<file path="config.mk">
export PLATFORM = sky130hd
export DESIGN_NAME = gp_port_fade_and_edge_unit_core
export DESIGN_NICKNAME = d
export VERILOG_FILES = /design/src/rtl/gpfe_pkg.sv /design/src/rtl/gpfe_fade.sv /design/src/rtl/gpfe_poll.sv /design/src/rtl/gp_port_fade_and_edge_unit_core.sv
export VERILOG_INCLUDE_DIRS = /design/src /design/src/rtl
export SDC_FILE = /design/constraint.sdc
export NUM_CORES = 1
export LEC_CHECK = 0
export ABC_AREA = 1
export CAP_MARGIN = 20
export CELL_PAD_IN_SITES_DETAIL_PLACEMENT = 1
export CELL_PAD_IN_SITES_GLOBAL_PLACEMENT = 2
export CORE_MARGIN = 5
export CORE_UTILIZATION = 44
export CTS_BUF_LIST = sky130_fd_sc_hd__clkbuf_8
export DETAILED_ROUTE_END_ITERATION = 10
export DONT_BUFFER_PORTS = 1
export PLACE_DENSITY_LB_ADDON = 0.1
export SYNTH_ARGS = -nofsm -noshare
export SYNTH_HDL_FRONTEND = slang
export SYNTH_SLANG_ARGS = --single-unit
</file>
<file path="constraint.sdc">
create_clock -name clk_i -period 6 [get_ports clk_i]
set_input_delay 0.3 -clock clk_i [delete_from_list [all_inputs] [get_ports clk_i]]
set_output_delay 0.3 -clock clk_i [all_outputs]
set_load 0.005 [all_outputs]
</file>
<file path="src/rtl/gp_port_fade_and_edge_unit_core_assert.svh">
// assertion macros for the gp port fade and edge unit
`ifndef GP_PORT_FADE_AND_EDGE_UNIT_CORE_ASSERT_SVH
`define GP_PORT_FADE_AND_EDGE_UNIT_CORE_ASSERT_SVH

`ifndef ASSERT_OFF
// checked only outside reset
`define GPFE_ASSERT(lbl, prop, msg) \
  lbl: assert property (@(posedge clk_i) disable iff (!rst_ni) prop) else $error(msg);
// checked at every edge, reset included
`define GPFE_ASSERT_ALWAYS(lbl, prop, msg) \
  lbl: assert property (@(posedge clk_i) prop) else $error(msg);
`else
`define GPFE_ASSERT(lbl, prop, msg)
`define GPFE_ASSERT_ALWAYS(lbl, prop, msg)
`endif

`endif

</file>
<file path="src/rtl/gpfe_pkg.sv">
// shared types, constants and helpers of the gp port fade and edge unit
`default_nettype none

package gpfe_pkg;

  localparam int NUM_PORTS    = 3;
  localparam int EVENT_PERIOD = 10;
  localparam int PORTS_MAX    = 3;
  localparam int ACTIVE_PORTS = (NUM_PORTS < PORTS_MAX) ? NUM_PORTS : PORTS_MAX;
  localparam int RGB_PORT     = 2;

  localparam logic [7:0] POLL_LIMIT = 8'(EVENT_PERIOD);

  localparam int CONF_RISE_IRQ_BIT = 2;
  localparam int CONF_FALL_IRQ_BIT = 3;

  localparam logic FUNC_TICK  = 1'b0;
  localparam logic FUNC_WRITE = 1'b1;

  typedef enum logic [1:0] {
    MODE_PWM = 2'd0,
    MODE_OUT = 2'd1,
    MODE_ADC = 2'd2,
    MODE_IN  = 2'd3
  } mode_e;

  typedef enum logic [1:0] {
    ST_CHECK = 2'd0,
    ST_ADC   = 2'd1,
    ST_RISE  = 2'd2,
    ST_FALL  = 2'd3
  } edge_e;

  typedef enum logic [2:0] {
    CFG_PORT1_CONF  = 3'd0,
    CFG_PORT2_CONF  = 3'd1,
    CFG_PORT3_CONF  = 3'd2,
    CFG_FADE_PERIOD = 3'd3,
    CFG_RGB_MODE    = 3'd4
  } cfg_idx_e;

  typedef struct packed {
    logic       func;
    logic [1:0] port_sel;
    logic [7:0] write_value;
    logic [2:0] pin_levels;
    logic [9:0] adc_sample1;
    logic [9:0] adc_sample2;
    logic [9:0] adc_sample3;
  } in_item_t;

  typedef struct packed {
    logic [7:0] duty1;
    logic [7:0] duty2;
    logic [7:0] duty3;
    logic [7:0] value1;
    logic [7:0] value2;
    logic [7:0] value3;
    logic [2:0] pin_drive;
    logic [2:0] fade_busy;
    logic [5:0] edge_events;
    logic       irq;
  } out_item_t;

  // configuration register file
  typedef struct packed {
    logic [PORTS_MAX-1:0][3:0] port_conf;
    logic [7:0]                fade_period;
    logic                      rgb_mode;
  } cfg_t;

  // one item as it is applied to the port state
  typedef struct packed {
    logic                      en;
    logic                      tick;
    logic                      host_wr;
    logic [1:0]                port_sel;
    logic [7:0]                write_value;
    logic [PORTS_MAX-1:0]      pin_levels;
    logic [PORTS_MAX-1:0][9:0] samples;
  } step_t;

  function automatic mode_e mode_of(cfg_t cfg, int p);
    return mode_e'(cfg.port_conf[p][1:0]);
  endfunction

  // rgb mode takes port 3 away from the input, adc and output logic
  function automatic logic gated(cfg_t cfg, int p);
    return (p == RGB_PORT) && cfg.rgb_mode;
  endfunction

endpackage

`default_nettype wire

</file>
<file path="src/rtl/gpfe_fade.sv">
// pwm duty fading: per-port duty levels, busy flags and fade tick counter
`default_nettype none
`include "gp_port_fade_and_edge_unit_core_assert.svh"

module gpfe_fade import gpfe_pkg::*; (
  input  wire  logic                      clk_i,
  input  wire  logic                      rst_ni,
  input  wire  step_t                     step_i,
  input  wire  cfg_t                      cfg_i,
  input  wire  logic [PORTS_MAX-1:0][7:0] port_value_i,
  output logic       [PORTS_MAX-1:0][7:0] fade_level_d_o,
  output logic       [PORTS_MAX-1:0]      busy_d_o
);

  logic [PORTS_MAX-1:0][7:0] fade_level_q, fade_level_d;
  logic [PORTS_MAX-1:0]      busy_q, busy_d;
  logic [7:0]                fade_cnt_q, fade_cnt_d;
  logic                      cnt_hit;
  logic                      do_tick;

  assign do_tick = step_i.en && step_i.tick;
  assign cnt_hit = fade_cnt_q >= cfg_i.fade_period;

  always_comb begin
    logic [7:0] stepped;
    fade_level_d = fade_level_q;
    busy_d       = busy_q;
    fade_cnt_d   = fade_cnt_q;
    stepped      = '0;
    if (do_tick) begin
      for (int p = 0; p < PORTS_MAX; p++) begin
        if (p < ACTIVE_PORTS && mode_of(cfg_i, p) == MODE_PWM) begin
          if (cfg_i.fade_period == '0) begin
            fade_level_d[p] = port_value_i[p];
          end else if (cnt_hit && fade_level_q[p] != port_value_i[p]) begin
            stepped = (fade_level_q[p] < port_value_i[p]) ? fade_level_q[p] + 8'd1
                                                          : fade_level_q[p] - 8'd1;
            fade_level_d[p] = stepped;
            busy_d[p]       = (stepped != port_value_i[p]);
          end
        end
      end
      fade_cnt_d = cnt_hit ? '0 : fade_cnt_q + 8'd1;
    end
  end

  always_ff @(posedge clk_i or negedge rst_ni) begin
    if (!rst_ni) begin
      fade_level_q <= '0;
      busy_q       <= '0;
      fade_cnt_q   <= '0;
    end else begin
      fade_level_q <= fade_level_d;
      busy_q       <= busy_d;
      fade_cnt_q   <= fade_cnt_d;
    end
  end

  assign fade_level_d_o = fade_level_d;
  assign busy_d_o       = busy_d;

  // with no fade period a pwm port follows its target on the very tick
  `GPFE_ASSERT(a_fade_jump, do_tick && cfg_i.fade_period == '0 && cfg_i.port_conf[0][1:0] == MODE_PWM |=> fade_level_q[0] == $past(port_value_i[0]), "pwm duty did not jump to target")

endmodule

`default_nettype wire

</file>
<file path="src/rtl/gpfe_poll.sv">
// port value registers, output latch and per-port edge/adc state machines
`default_nettype none
`include "gp_port_fade_and_edge_unit_core_assert.svh"

module gpfe_poll import gpfe_pkg::*; (
  input  wire  logic                        clk_i,
  input  wire  logic                        rst_ni,
  input  wire  step_t                       step_i,
  input  wire  cfg_t                        cfg_i,
  output logic       [PORTS_MAX-1:0][7:0]   port_value_o,
  output logic       [PORTS_MAX-1:0][7:0]   port_value_d_o,
  output logic       [PORTS_MAX-1:0]        out_latch_d_o,
  output logic       [2*PORTS_MAX-1:0]      events_o,
  output logic                              irq_o
);

  logic  [PORTS_MAX-1:0][7:0] port_value_q, port_value_d;
  edge_e [PORTS_MAX-1:0]      edge_q, edge_d;
  logic  [PORTS_MAX-1:0]      latch_q, latch_d;
  logic  [7:0]                poll_cnt_q, poll_cnt_d;
  logic  [2*PORTS_MAX-1:0]    events;
  logic                       irq;

  always_comb begin
    port_value_d = port_value_q;
    edge_d       = edge_q;
    latch_d      = latch_q;
    poll_cnt_d   = poll_cnt_q;
    events       = '0;
    irq          = 1'b0;
    if (step_i.en && step_i.host_wr) begin
      for (int p = 0; p < PORTS_MAX; p++) begin
        if (p < ACTIVE_PORTS && step_i.port_sel == 2'(p)) begin
          port_value_d[p] = step_i.write_value;
          if (!gated(cfg_i, p) && mode_of(cfg_i, p) == MODE_OUT) begin
            // an output port keeps only 0 or 1
            if (step_i.write_value == '0) begin
              latch_d[p] = 1'b0;
            end else begin
              latch_d[p]      = 1'b1;
              port_value_d[p] = 8'd1;
            end
          end
        end
      end
    end else if (step_i.en && step_i.tick) begin
      if (poll_cnt_q > POLL_LIMIT) begin
        poll_cnt_d = '0;
        for (int p = 0; p < PORTS_MAX; p++) begin
          if (p < ACTIVE_PORTS && !gated(cfg_i, p)) begin
            case (edge_q[p])
              ST_CHECK: begin
                if (mode_of(cfg_i, p) == MODE_ADC) begin
                  edge_d[p] = ST_ADC;
                end else if (mode_of(cfg_i, p) == MODE_IN) begin
                  edge_d[p] = ST_RISE;
                end
              end
              ST_ADC: begin
                port_value_d[p] = step_i.samples[p][9:2];
              end
              ST_RISE: begin
                if (step_i.pin_levels[p]) begin
                  port_value_d[p] = 8'd1;
                  events[2*p]     = 1'b1;
                  if (cfg_i.port_conf[p][CONF_RISE_IRQ_BIT]) begin
                    irq = 1'b1;
                  end
                  edge_d[p] = ST_FALL;
                end
              end
              ST_FALL: begin
                if (!step_i.pin_levels[p]) begin
                  port_value_d[p] = 8'd0;
                  events[2*p+1]   = 1'b1;
                  if (cfg_i.port_conf[p][CONF_FALL_IRQ_BIT]) begin
                    irq = 1'b1;
                  end
                  edge_d[p] = ST_RISE;
                end
              end
              default: begin
                edge_d[p] = ST_CHECK;
              end
            endcase
          end
        end
      end else begin
        poll_cnt_d = poll_cnt_q + 8'd1;
      end
    end
  end

  always_ff @(posedge clk_i or negedge rst_ni) begin
    if (!rst_ni) begin
      port_value_q <= '0;
      edge_q       <= {PORTS_MAX{ST_CHECK}};
      latch_q      <= '0;
      poll_cnt_q   <= '0;
    end else begin
      port_value_q <= port_value_d;
      edge_q       <= edge_d;
      latch_q      <= latch_d;
      poll_cnt_q   <= poll_cnt_d;
    end
  end

  assign port_value_o   = port_value_q;
  assign port_value_d_o = port_value_d;
  assign out_latch_d_o  = latch_d;
  assign events_o       = events;
  assign irq_o          = irq;

  // the poll counter wraps right after passing the event period
  `GPFE_ASSERT(a_poll_cnt_range, poll_cnt_q <= POLL_LIMIT + 8'd1, "poll counter out of range")

endmodule

`default_nettype wire

</file>
<file path="src/rtl/gp_port_fade_and_edge_unit_core.sv">
// top level of the gp port fade and edge unit: item registers, config and result
//
// use of the block
// - input channel (in_valid_i / in_ready_o / in_item_i): each item is a tick
//   (func 0) or a host write of one port value register (func 1)
// - result channel (out_valid_o / out_ready_i / out_item_o): exactly one result
//   item per input item, in order: duties, value registers, pin drive, fade
//   busy flags, edge event pulses and irq as they stand after that item
// - config channel (cfg_valid_i / cfg_ready_o / cfg_index_i / cfg_data_i):
//   always ready, writes the port modes and irq enables, the fade period
//   and rgb mode; write it only while no item is in flight
// - path: an accepted item is held in the input register, the port update
//   runs between that register and the result register, and the result
//   is valid once the result register has taken it
// - throughput: one item per cycle while out_ready_i stays high; the input
//   register frees up in the same cycle it hands its item to the result
//   register
// - stall: while the receiver holds out_ready_i low the result stays put and
//   one more item is taken into the input register, then in_ready_o drops
// - reset: all port state, counters, configuration and both valid flags clear
`default_nettype none
`include "gp_port_fade_and_edge_unit_core_assert.svh"

module gp_port_fade_and_edge_unit_core import gpfe_pkg::*; (
  input  wire  logic      clk_i,
  input  wire  logic      rst_ni,
  input  wire  logic      in_valid_i,
  output logic            in_ready_o,
  input  wire  in_item_t  in_item_i,
  output logic            out_valid_o,
  input  wire  logic      out_ready_i,
  output out_item_t       out_item_o,
  input  wire  logic      cfg_valid_i,
  output logic            cfg_ready_o,
  input  wire  logic [2:0] cfg_index_i,
  input  wire  logic [7:0] cfg_data_i
);

  // configuration registers
  cfg_t cfg_q, cfg_d;

  // input stage
  in_item_t in_q;
  logic     in_valid_q, in_valid_d;
  logic     in_take;
  logic     advance;

  // result stage
  out_item_t out_q, res;
  logic      out_valid_q, out_valid_d;

  step_t                     step;
  logic [PORTS_MAX-1:0][7:0] port_value;
  logic [PORTS_MAX-1:0][7:0] port_value_d;
  logic [PORTS_MAX-1:0][7:0] fade_level_d;
  logic [PORTS_MAX-1:0]      busy_d;
  logic [PORTS_MAX-1:0]      latch_d;
  logic [2*PORTS_MAX-1:0]    events;
  logic                      irq;
  logic [PORTS_MAX-1:0][7:0] duty;
  logic [PORTS_MAX-1:0]      drive;

  assign cfg_ready_o = 1'b1;

  always_comb begin
    cfg_d = cfg_q;
    if (cfg_valid_i) begin
      case (cfg_idx_e'(cfg_index_i))
        CFG_PORT1_CONF:  cfg_d.port_conf[0] = cfg_data_i[3:0];
        CFG_PORT2_CONF:  cfg_d.port_conf[1] = cfg_data_i[3:0];
        CFG_PORT3_CONF:  cfg_d.port_conf[2] = cfg_data_i[3:0];
        CFG_FADE_PERIOD: cfg_d.fade_period  = cfg_data_i;
        CFG_RGB_MODE:    cfg_d.rgb_mode     = cfg_data_i[0];
        default: begin
          // indexes past the register list are dropped
          cfg_d = cfg_q;
        end
      endcase
    end
  end

  // the item moves on when the result register is free or being emptied
  assign advance     = in_valid_q && (!out_valid_q || out_ready_i);
  assign in_ready_o  = !in_valid_q || advance;
  assign in_take     = in_valid_i && in_ready_o;
  assign in_valid_d  = in_take || (in_valid_q && !advance);
  assign out_valid_d = advance || (out_valid_q && !out_ready_i);

  always_comb begin
    step             = '0;
    step.en          = advance;
    step.tick        = (in_q.func == FUNC_TICK);
    step.host_wr     = (in_q.func == FUNC_WRITE);
    step.port_sel    = in_q.port_sel;
    step.write_value = in_q.write_value;
    step.pin_levels  = in_q.pin_levels;
    step.samples[0]  = in_q.adc_sample1;
    step.samples[1]  = in_q.adc_sample2;
    step.samples[2]  = in_q.adc_sample3;
  end

  gpfe_poll u_poll (
    .clk_i          (clk_i),
    .rst_ni         (rst_ni),
    .step_i         (step),
    .cfg_i          (cfg_q),
    .port_value_o   (port_value),
    .port_value_d_o (port_value_d),
    .out_latch_d_o  (latch_d),
    .events_o       (events),
    .irq_o          (irq)
  );

  // fading works from the targets as they stood before this tick's poll
  gpfe_fade u_fade (
    .clk_i          (clk_i),
    .rst_ni         (rst_ni),
    .step_i         (step),
    .cfg_i          (cfg_q),
    .port_value_i   (port_value),
    .fade_level_d_o (fade_level_d),
    .busy_d_o       (busy_d)
  );

  // result as seen after this item: non-pwm ports show duty 0, pin drive
  // only for output ports that rgb mode leaves alone
  always_comb begin
    for (int p = 0; p < PORTS_MAX; p++) begin
      duty[p]  = (mode_of(cfg_q, p) == MODE_PWM) ? fade_level_d[p] : 8'd0;
      drive[p] = latch_d[p] && mode_of(cfg_q, p) == MODE_OUT && !gated(cfg_q, p);
    end
    res             = '0;
    res.duty1       = duty[0];
    res.duty2       = duty[1];
    res.duty3       = duty[2];
    res.value1      = port_value_d[0];
    res.value2      = port_value_d[1];
    res.value3      = port_value_d[2];
    res.pin_drive   = drive;
    res.fade_busy   = busy_d;
    res.edge_events = events;
    res.irq         = irq;
  end

  always_ff @(posedge clk_i or negedge rst_ni) begin
    if (!rst_ni) begin
      cfg_q       <= '0;
      in_valid_q  <= 1'b0;
      out_valid_q <= 1'b0;
    end else begin
      cfg_q       <= cfg_d;
      in_valid_q  <= in_valid_d;
      out_valid_q <= out_valid_d;
    end
  end

  always_ff @(posedge clk_i) begin
    if (in_take) begin
      in_q <= in_item_i;
    end
    if (advance) begin
      out_q <= res;
    end
  end

  assign out_valid_o = out_valid_q;
  assign out_item_o  = out_q;

  // irq only comes with an edge event of the same item
  `GPFE_ASSERT(a_irq_has_event, out_valid_o && out_item_o.irq |-> out_item_o.edge_events != '0, "irq without edge event")
  // a port never drives its pin while it shows a pwm duty
  `GPFE_ASSERT(a_drive_not_pwm, out_valid_o && out_item_o.pin_drive[0] |-> out_item_o.duty1 == '0, "port 1 drives pin with pwm duty")
  // an empty result register never holds back the input side
  `GPFE_ASSERT(a_ready_when_empty, !out_valid_q |-> in_ready_o, "input stalled with empty result register")

endmodule

`default_nettype wire
</file>
==> results of run 1 <==
layout by cell type, fill, tap and decap left out, drive strengths merged, types with 10 or more instances in the layout:
cell / synthesis / routed
a21oi: 100 / 100
a22oi: 18 / 18
a31oi: 15 / 15
clkbuf: 7 / 20
dfrtp: 99 / 99
dlygate4sd3: 0 / 44
edfxtp: 99 / 99
ha: 56 / 56
inv: 159 / 166
nand2: 290 / 290
nand3: 90 / 90
nand4: 20 / 20
nor2: 94 / 94
nor3: 17 / 17
o211ai: 16 / 16
o21ai: 63 / 63
o22ai: 10 / 10
registers in the layout, indices dropped and copies added (netlist names):
signal	cells
u_poll.port_value_o	24
in_valid_q	1
u_poll.edge_q	6
out_item_o	61
u_poll.latch_q	3
out_valid_o	1
u_fade.busy_q	3
cfg_q	21
u_fade.fade_level_q	24
in_q	38
u_poll.poll_cnt_q	8
u_fade.fade_cnt_q	8
worst max-delay path by stage:
| stage | endpoint | slack, ps | cells after the start |
|---|---|---|---|
| floorplan | out_item_o[9]$_DFFE_PP_ | 3180 | 20 |
| global placement | out_item_o[9]$_DFFE_PP_ | 2590 | 19 |
| detailed placement | out_item_o[9]$_DFFE_PP_ | 2590 | 19 |
| CTS | out_item_o[9]$_DFFE_PP_ | 2540 | 19 |
| global route | out_item_o[9]$_DFFE_PP_ | 2220 | 19 |
| finish | out_item_o[8]$_DFFE_PP_ | 2580 | 16 |
layout make-up:
type | count | area (um2)
timing repair buffer | 47 | 483
fill | 2818 | 11800
inverter | 164 | 616
clock buffer | 20 | 275
multi-input combinational | 832 | 4480
tap | 319 | 399
clock inverter | 12 | 115
sequential | 198 | 5450
layer usage:
layer	global-route usage [%]	wire length, um	vias to the layer above
met2	37.6	14600	149
met3	4.47	1160	28
met1	32.6	14800	4257
met4	4.99	353	2
li1	-	-	4215
met5	0	7	-
stage by stage:
stage | std cells | power, mW | hold slack (ps)
after detailed placement | 1515 | 4.04 | 9.45
final | 1592 | 4.94 | 33.9
after global placement | 1515 | 3.98 | 9.14
after floorplan | 1209 | 3.49 | 4.41
after CTS | 1592 | 4.97 | 0.950
after global routing | 1592 | 5.37 | 1.69
cells by family (layout without fill, tap and decap cells):
group           Yosys count  after routing  share of synthesized area [%]
simple gates            529            529                           21.7
compound gates          236            236                           12.8
flops                   198            198                           51.3
buf+inv                 179            243                           6.49
fa+ha+maj                59             59                           7.16
xor+xnor                  7              7                          0.577
other cells               1              1                         0.0353
timing repair:
item	4_1_cts	5_1_grt
hold buffers	45	0
endpoints found under the hold margin	142	0
buffers inserted	0	0
power by group through the flow:
| stage | clock network [mW] | registers (mW) | logic, mW |
|---|---|---|---|
| floorplan | 0 | 1.97 | 1.52 |
| global placement | 0 | 2.08 | 1.91 |
| detailed placement | 0 | 2.08 | 1.96 |
| CTS | 0.894 | 2.05 | 2.02 |
| global route | 0.953 | 2.09 | 2.33 |
| finish | 0.867 | 2.05 | 2.02 |
==> results.py, run 1 <==
metrics = {
    "setup_path": {
        "path_delay_family": "simple AND/OR/NAND/NOR gates",
        "cpMaxStageDelayCell": "sky130_fd_sc_hd__fa_1",
        "timing.reg2reg.setup_slack_ps": 2580,
        "worstSetupStartpoint": "u_poll.port_value_o[14]$_DFF_PN0_",
        "worst-r2r-cell-count": 16,
        "worst_path_largest_cell_delay_ps": 480,
        "worst-setup-path-type": "reg -> reg",
        "worst-path-max-fanout": 10,
        "timing.critical_path.buf_inv": 2,
        "timing.critical_path.from_type": "flip-flop",
        "critical_path.cell_chain": "inv_1 -> ha_1 -> nand2_1 -> nor2_1 -> nand2_1 -> nand2_1 -> inv_1 -> fa_1 -> xnor2_1 -> nand2_1 -> a21oi_1 -> nand3_1 -> nor2_1 -> nand4_1 -> nor2_1 -> nor2_1",
        "crit_end_element": "flip-flop",
        "worstReg2RegEnd": "out_item_o[8]$_DFFE_PP_",
        "reg2reg_from": "u_poll.port_value_o[14]$_DFF_PN0_",
        "cp_data_arrival_time_ps": 3650,
        "required_ps": 6220,
    },
    "power": {
        "vdd.ir_drop.worst_uv": 144,
        "clock_share_of_power_pct": 17.5,
        "share_comb_of_total_power_pct": 40.9,
        "share_seq_of_total_power_pct": 41.5,
        "leakage_dissipation_nw": 5.52,
        "p_int_mw": 2.85,
        "p_sw_mw": 2.09,
        "switching_share_pct": 42.3,
        "power_density_nw_per_um2": 418,
    },
    "logic_synthesis": {
        "avgSynthCellArea_um2": 8.79,
        "ys_ff_latch": 198,
        "synth.top_cell.area_share_pct": 28.0,
        "synth_enable_flop_cells": 99,
        "ys_warns": 0,
        "synth.largest_area_cell": "sky130_fd_sc_hd__edfxtp_1",
        "synth.net_count": 1328,
        "synth_ff_type": "sky130_fd_sc_hd__edfxtp_1",
        "synthesis.area_um2": 10600,
        "async_reset_ff_share_pct": 50.0,
        "post_synth_num_cell_types": 46,
        "netlist_instances": 1209,
        "post-synth-top-count-cell": "sky130_fd_sc_hd__nand2_1",
        "post_synth_most_frequent_cells": "sky130_fd_sc_hd__nand2_1, sky130_fd_sc_hd__inv_1, sky130_fd_sc_hd__dfrtp_1, sky130_fd_sc_hd__edfxtp_1, sky130_fd_sc_hd__a21oi_1",
        "yosysSeqAreaShare_pct": 51.3,
        "synth.area.top_cells": "sky130_fd_sc_hd__edfxtp_1, sky130_fd_sc_hd__dfrtp_1, sky130_fd_sc_hd__nand2_1",
    },
    "final_layout": {
        "postLayoutCoreUtil_pct": 50.1,
        "nNetsFinal": 1379,
        "layout-drive-gt1-share_pct": 4.79,
        "area_overhead_of_the_layout_relative_to_synthesis_pct": 11.3,
        "layout.cell_area.non_filler_um2": 11800,
        "n_antenna_cell": 0,
    },
    "clock_tree": {
        "total_number_of_clock_tree_sinks": 198,
        "htree_levels": 4,
        "tritoncts_clock_tree": "done",
        "cts_buffer_depth": 2,
        "worstSkewPairLatency_ps": 480,
        "cts_root_buf": "sky130_fd_sc_hd__clkbuf_8",
        "clk_pin_slew_worst_paths_ps": 100,
        "cts.repair.resized": 0,
        "cts_made_buffers": 17,
    },
    "detailed_routing": {
        "drt_pass1_iterations": 4,
        "wl_per_cell_um": 19.4,
        "drt_iter0_markers": 434,
        "vias_post_dr": 8651,
        "postRouteAntennaNets": 0,
        "route.detailed.drc": 0,
        "via_density_per_instance": 5.43,
        "routed_wirelength_mm": 30.9,
    },
    "floorplan": {
        "die-height_um": 165,
        "core_region_area_um2": 23600,
        "fp-row-count": 56,
        "initial_core_util_pct": 45.0,
        "die_width_um": 165,
        "floorplan.io_pins": 124,
        "design.die.area_um2": 27400,
    },
    "timing": {
        "number_of_hold_slack_violations_in_the_final_timing_report": 0,
        "finClkSkew_ps": 17.8,
        "rsz_0062_raised_after_global_routing": "false",
        "final.period_utilization_pct": 57.1,
        "fmax_mhz": 292,
        "finalCriticalPeriod_ps": 3420,
        "timing.setup.tns_ps": 0,
        "max_slew.worst_pin.slew_ps": 1070,
        "finalSetupViolCount": 0,
        "finalWorstSetupSlack_ps": 2580,
        "worst_slew_margin_rel_pct": 28.5,
        "maxSlewViolCount": 0,
    },
    "worst_hold_path": {
        "hold-path-cell-count": 2,
        "hp-start": "cfg_valid_i",
        "hold_path_class": "in -> reg",
        "hold-path-endpoint": "cfg_q[0]$_DFFE_PN0P_",
    },
    "job": {
        "count_of_maximum_capacitance_violations": 0,
    },
    "placed_design": {
        "portBuffers": 0,
        "half_perimeter_wire_length_after_detailed_placement_mm": 22.0,
        "dpl_cell_area_um2": 11000,
        "place_ws_ps": 2590,
        "place_congestion": 0.835,
    },
    "run_status": {
        "run_status": "finished, final reports clean",
    },
    "global_route": {
        "grtUsageTotal_pct": 23.2,
        "first_pass_grt_wire_length_mm": 48.8,
        "grt_max_degree": 100,
        "grt_overflow": 0,
        "grt_pass1_vias": 8852,
        "grt_antenna_before_repair": 1,
    },
}
No activity file was read; power rests on OpenSTA's default activity.
==> run 2, diff against run 1 <==
Settings changed: ABC_AREA 1 to 0.
Clock period 6 ns to 3.6 ns, I/O delays scaled along.
==> run 2 against run 1 <==
- fmax down 2.4%
- synthesized cell count down 20%
- die area down 0.11%
- register-to-register slack worse by 2500 ps
- synthesized area down 0.12%
- setup slack worse by 2500 ps
- critical path type unchanged
==> results.py, run 2 <==
metrics = {
    "placed_design": {
        "half_perimeter_wire_length_after_detailed_placement_mm": 23.3,
        "place_congestion": 0.886,
        "placed_cells": 1326,
        "portBuffers": 0,
        "place_ws_ps": -166,
    },
    "detailed_routing": {
        "via_density_per_instance": 5.87,
        "wl_per_cell_um": 22.9,
        "route.detailed.drc": 0,
        "vias_post_dr": 8336,
        "postRouteAntennaNets": 0,
        "routed_wirelength_mm": 32.5,
        "drt_pass1_iterations": 5,
        "drt_iter0_markers": 577,
    },
    "run_status": {
        "run_status": "finished, final reports clean",
    },
    "floorplan": {
        "floorplan.io_pins": 124,
        "die_width_um": 165,
        "core_region_area_um2": 23600,
        "design.die.area_um2": 27300,
        "initial_core_util_pct": 44.9,
        "fp-row-count": 56,
        "die-height_um": 165,
    },
    "setup_path": {
        "critical_path.cell_chain": "ha_1 -> nand4b_1 -> a31oi_1 -> a211oi_2 -> buf_4 -> fa_2 -> nor2b_4 -> o21a_1 -> o21ai_0 -> a211o_1 -> a2111o_1 -> nor4b_2 -> a21oi_1",
        "cpMaxStageDelayCell": "sky130_fd_sc_hd__dfrtp_1",
        "worst-path-max-fanout": 3,
        "required_ps": 3810,
        "crit_end_element": "flip-flop",
        "timing.critical_path.from_type": "flip-flop",
        "cp_data_arrival_time_ps": 3720,
        "worst-setup-path-type": "reg -> reg",
        "worst_path_largest_cell_delay_ps": 430,
    },
    "timing": {
        "max_slew.worst_pin.slew_ps": 1050,
        "finalWorstSetupSlack_ps": 90.2,
        "worst_slew_margin_rel_pct": 29.9,
        "finClkSkew_ps": 20.6,
        "number_of_hold_slack_violations_in_the_final_timing_report": 0,
        "finalCriticalPeriod_ps": 3510,
        "fmax_mhz": 285,
        "maxSlewViolCount": 0,
        "finalSetupViolCount": 0,
        "final.period_utilization_pct": 97.5,
    },
    "power": {
        "power_density_nw_per_um2": 656,
        "switching_share_pct": 38.5,
        "share_seq_of_total_power_pct": 40.4,
        "clock_share_of_power_pct": 17.5,
        "vdd.ir_drop.worst_uv": 298,
        "p_int_mw": 5.09,
        "leakage_dissipation_nw": 5.18,
        "share_comb_of_total_power_pct": 42.1,
        "fin_total_pwr_mw": 8.27,
        "p_sw_mw": 3.18,
    },
    "logic_synthesis": {
        "post_synth_num_cell_types": 79,
        "ys_ff_latch": 198,
        "synthesis.area_um2": 10600,
        "avgSynthCellArea_um2": 10.9,
        "synth.largest_area_cell": "sky130_fd_sc_hd__edfxtp_1",
        "synth_ff_type": "sky130_fd_sc_hd__edfxtp_1",
        "post_synth_most_frequent_cells": "sky130_fd_sc_hd__dfrtp_1, sky130_fd_sc_hd__edfxtp_1, sky130_fd_sc_hd__nor2_1",
        "synth.area.top_cells": "sky130_fd_sc_hd__edfxtp_1, sky130_fd_sc_hd__dfrtp_1, sky130_fd_sc_hd__ha_1",
        "async_reset_ff_share_pct": 50.0,
        "synth.top_cell.area_share_pct": 28.0,
        "ys_warns": 0,
        "synth.net_count": 1089,
        "yosysSeqAreaShare_pct": 51.4,
        "synth_enable_flop_cells": 99,
        "netlist_instances": 970,
    },
    "final_layout": {
        "mostFrequentLayoutCells": "sky130_fd_sc_hd__edfxtp_1, sky130_fd_sc_hd__dfrtp_1, sky130_fd_sc_hd__nor2_1",
        "nNetsFinal": 1206,
        "n_antenna_cell": 0,
        "leading_cell_type_in_the_layout_fill_and_taps_excluded": "sky130_fd_sc_hd__edfxtp_1",
        "layout-drive-gt1-share_pct": 17.5,
        "final-instance-count-excl-fill": 1419,
        "area_overhead_of_the_layout_relative_to_synthesis_pct": 18.8,
        "postLayoutCoreUtil_pct": 53.4,
        "flip_flop_count_of_the_largest_register_all_copies_and_words_added": 61,
    },
    "global_route": {
        "grtUsageTotal_pct": 23.8,
        "grt_pass1_vias": 8958,
        "grt_max_degree": 100,
        "first_pass_grt_wire_length_mm": 49.8,
        "grt_overflow": 0,
        "grt_antenna_before_repair": 0,
    },
    "worst_hold_path": {
        "hold_path_class": "in -> reg",
    },
    "clock_tree": {
        "worstSkewPairLatency_ps": 480,
        "total_number_of_clock_tree_sinks": 198,
        "cts_buffer_depth": 2,
        "cts_made_buffers": 17,
        "htree_levels": 4,
        "clk_pin_slew_worst_paths_ps": 110,
        "cts_root_buf": "sky130_fd_sc_hd__clkbuf_8",
        "tritoncts_clock_tree": "done",
    },
    "job": {
        "count_of_maximum_capacitance_violations": 0,
    },
}
==> run 2: cell count changes in the layout (fill, tap and decap cells not counted), moves of 18 or more <==
cell	before	now
sky130_fd_sc_hd__xnor2_1	3	28
sky130_fd_sc_hd__a221oi_1	2	27
sky130_fd_sc_hd__nand2b_1	0	18
sky130_fd_sc_hd__a21oi_1	97	42
sky130_fd_sc_hd__buf_4	2	74
sky130_fd_sc_hd__nand3_1	89	33
sky130_fd_sc_hd__o21ai_0	63	42
sky130_fd_sc_hd__inv_1	157	48
sky130_fd_sc_hd__nand2_1	285	74
sky130_fd_sc_hd__mux2_2	0	18
==> run 2: metrics by stage <==
stage | instance area (um2) | TNS [ps] | hold slack (ps)
after global routing | 12600 | -55.5 | 17.9
after global placement | 11400 | -33.8 | -112
after CTS | 12400 | -33.8 | 11.0
after floorplan | 10600 | 0 | -116
after detailed placement | 11400 | -343 | -112
final | 12600 | 0 | 40.6
==> run 2: cells by family (layout without fill, tap and decap cells) <==
| kind of cell | Yosys count | in the layout | share of synthesized area (%) |
|---|---|---|---|
| other | 1 | 1 | 0.0353 |
| AND/OR/NAND/NOR | 300 | 300 | 14.3 |
| flip-flops | 198 | 198 | 51.4 |
| adder cells (fa/ha/maj) | 59 | 59 | 7.17 |
| XOR/XNOR | 36 | 36 | 2.97 |
| multiplexers | 34 | 34 | 3.42 |
| AO/OA/AOI/OAI | 255 | 255 | 17.4 |
| buffers and inverters | 87 | 217 | 3.33 |
==> run 2: layer usage <==
layer | vias up | wire length, um | GRT usage (%)
li1 | 3839 | - | -
met1 | 4230 | 13900 | 29.8
met2 | 214 | 16500 | 42.1
met3 | 53 | 1120 | 3.75
met4 | 0 | 962 | 8.14
met5 | - | 0 | 0
==> run 2: layout make-up <==
class                      count  area (um2)
fill                        2565       11000
multi-input combinational    685        5020
sequential                   198        5450
clock inverter                13         123
inverter                      54         205
clock buffer                  19         262
tap                          319         399
timing repair buffer         131        1140
==> run 2: final timing paths <==
kind                                                   from                               end  slack [ps]  cells after the start
max reg2reg                u_fade.fade_level_q[9]$_DFF_PN0_           out_item_o[8]$_DFFE_PP_          90                     13
min                                          cfg_index_i[0]             cfg_q[19]$_DFFE_PN0P_          40                      2
min in group asynchronous                            rst_ni      u_poll.edge_q[2]$_DFFE_PN0P_         380                      2
max in group asynchronous                            rst_ni  u_poll.port_value_o[8]$_DFF_PN0_        2810                      2
min reg2reg                           cfg_q[19]$_DFFE_PN0P_             cfg_q[19]$_DFFE_PN0P_         510                      1
max                        u_fade.fade_level_q[9]$_DFF_PN0_           out_item_o[8]$_DFFE_PP_          90                     13
==> run 2: power groups by stage <==
stage / Sequential (mW) / Combinational (mW) / Clock [mW]
6_report: 3.34 / 3.49 / 1.45
5_1_grt: 3.40 / 3.81 / 1.57
4_1_cts: 3.32 / 3.32 / 1.47
3_5_place_dp: 3.37 / 3.21 / 0
3_3_place_gp: 3.34 / 3.05 / 0
2_1_floorplan: 3.25 / 2.14 / 0
==> run 2: what timing repair did <==
| action | CTS | global route |
|---|---|---|
| pin swaps | 1 | 8 |
| resized for setup | 1 | 40 |
| hold buffers | 57 | 0 |
| endpoints found under the setup margin | 5 | 14 |
| hold endpoints to repair | 160 | 0 |
| setup buffers | 1 | 3 |
==> run 2: worst max-delay path, delay by kind of cell, from the launching register on <==
| kind | cells | cell delay [ps] |
|---|---|---|
| AO/OA/AOI/OAI | 7 | 1410 |
| buffers and inverters | 1 | 150 |
| flip-flops | 1 | 430 |
| adder cells (fa/ha/maj) | 2 | 730 |
| AND/OR/NAND/NOR | 3 | 540 |
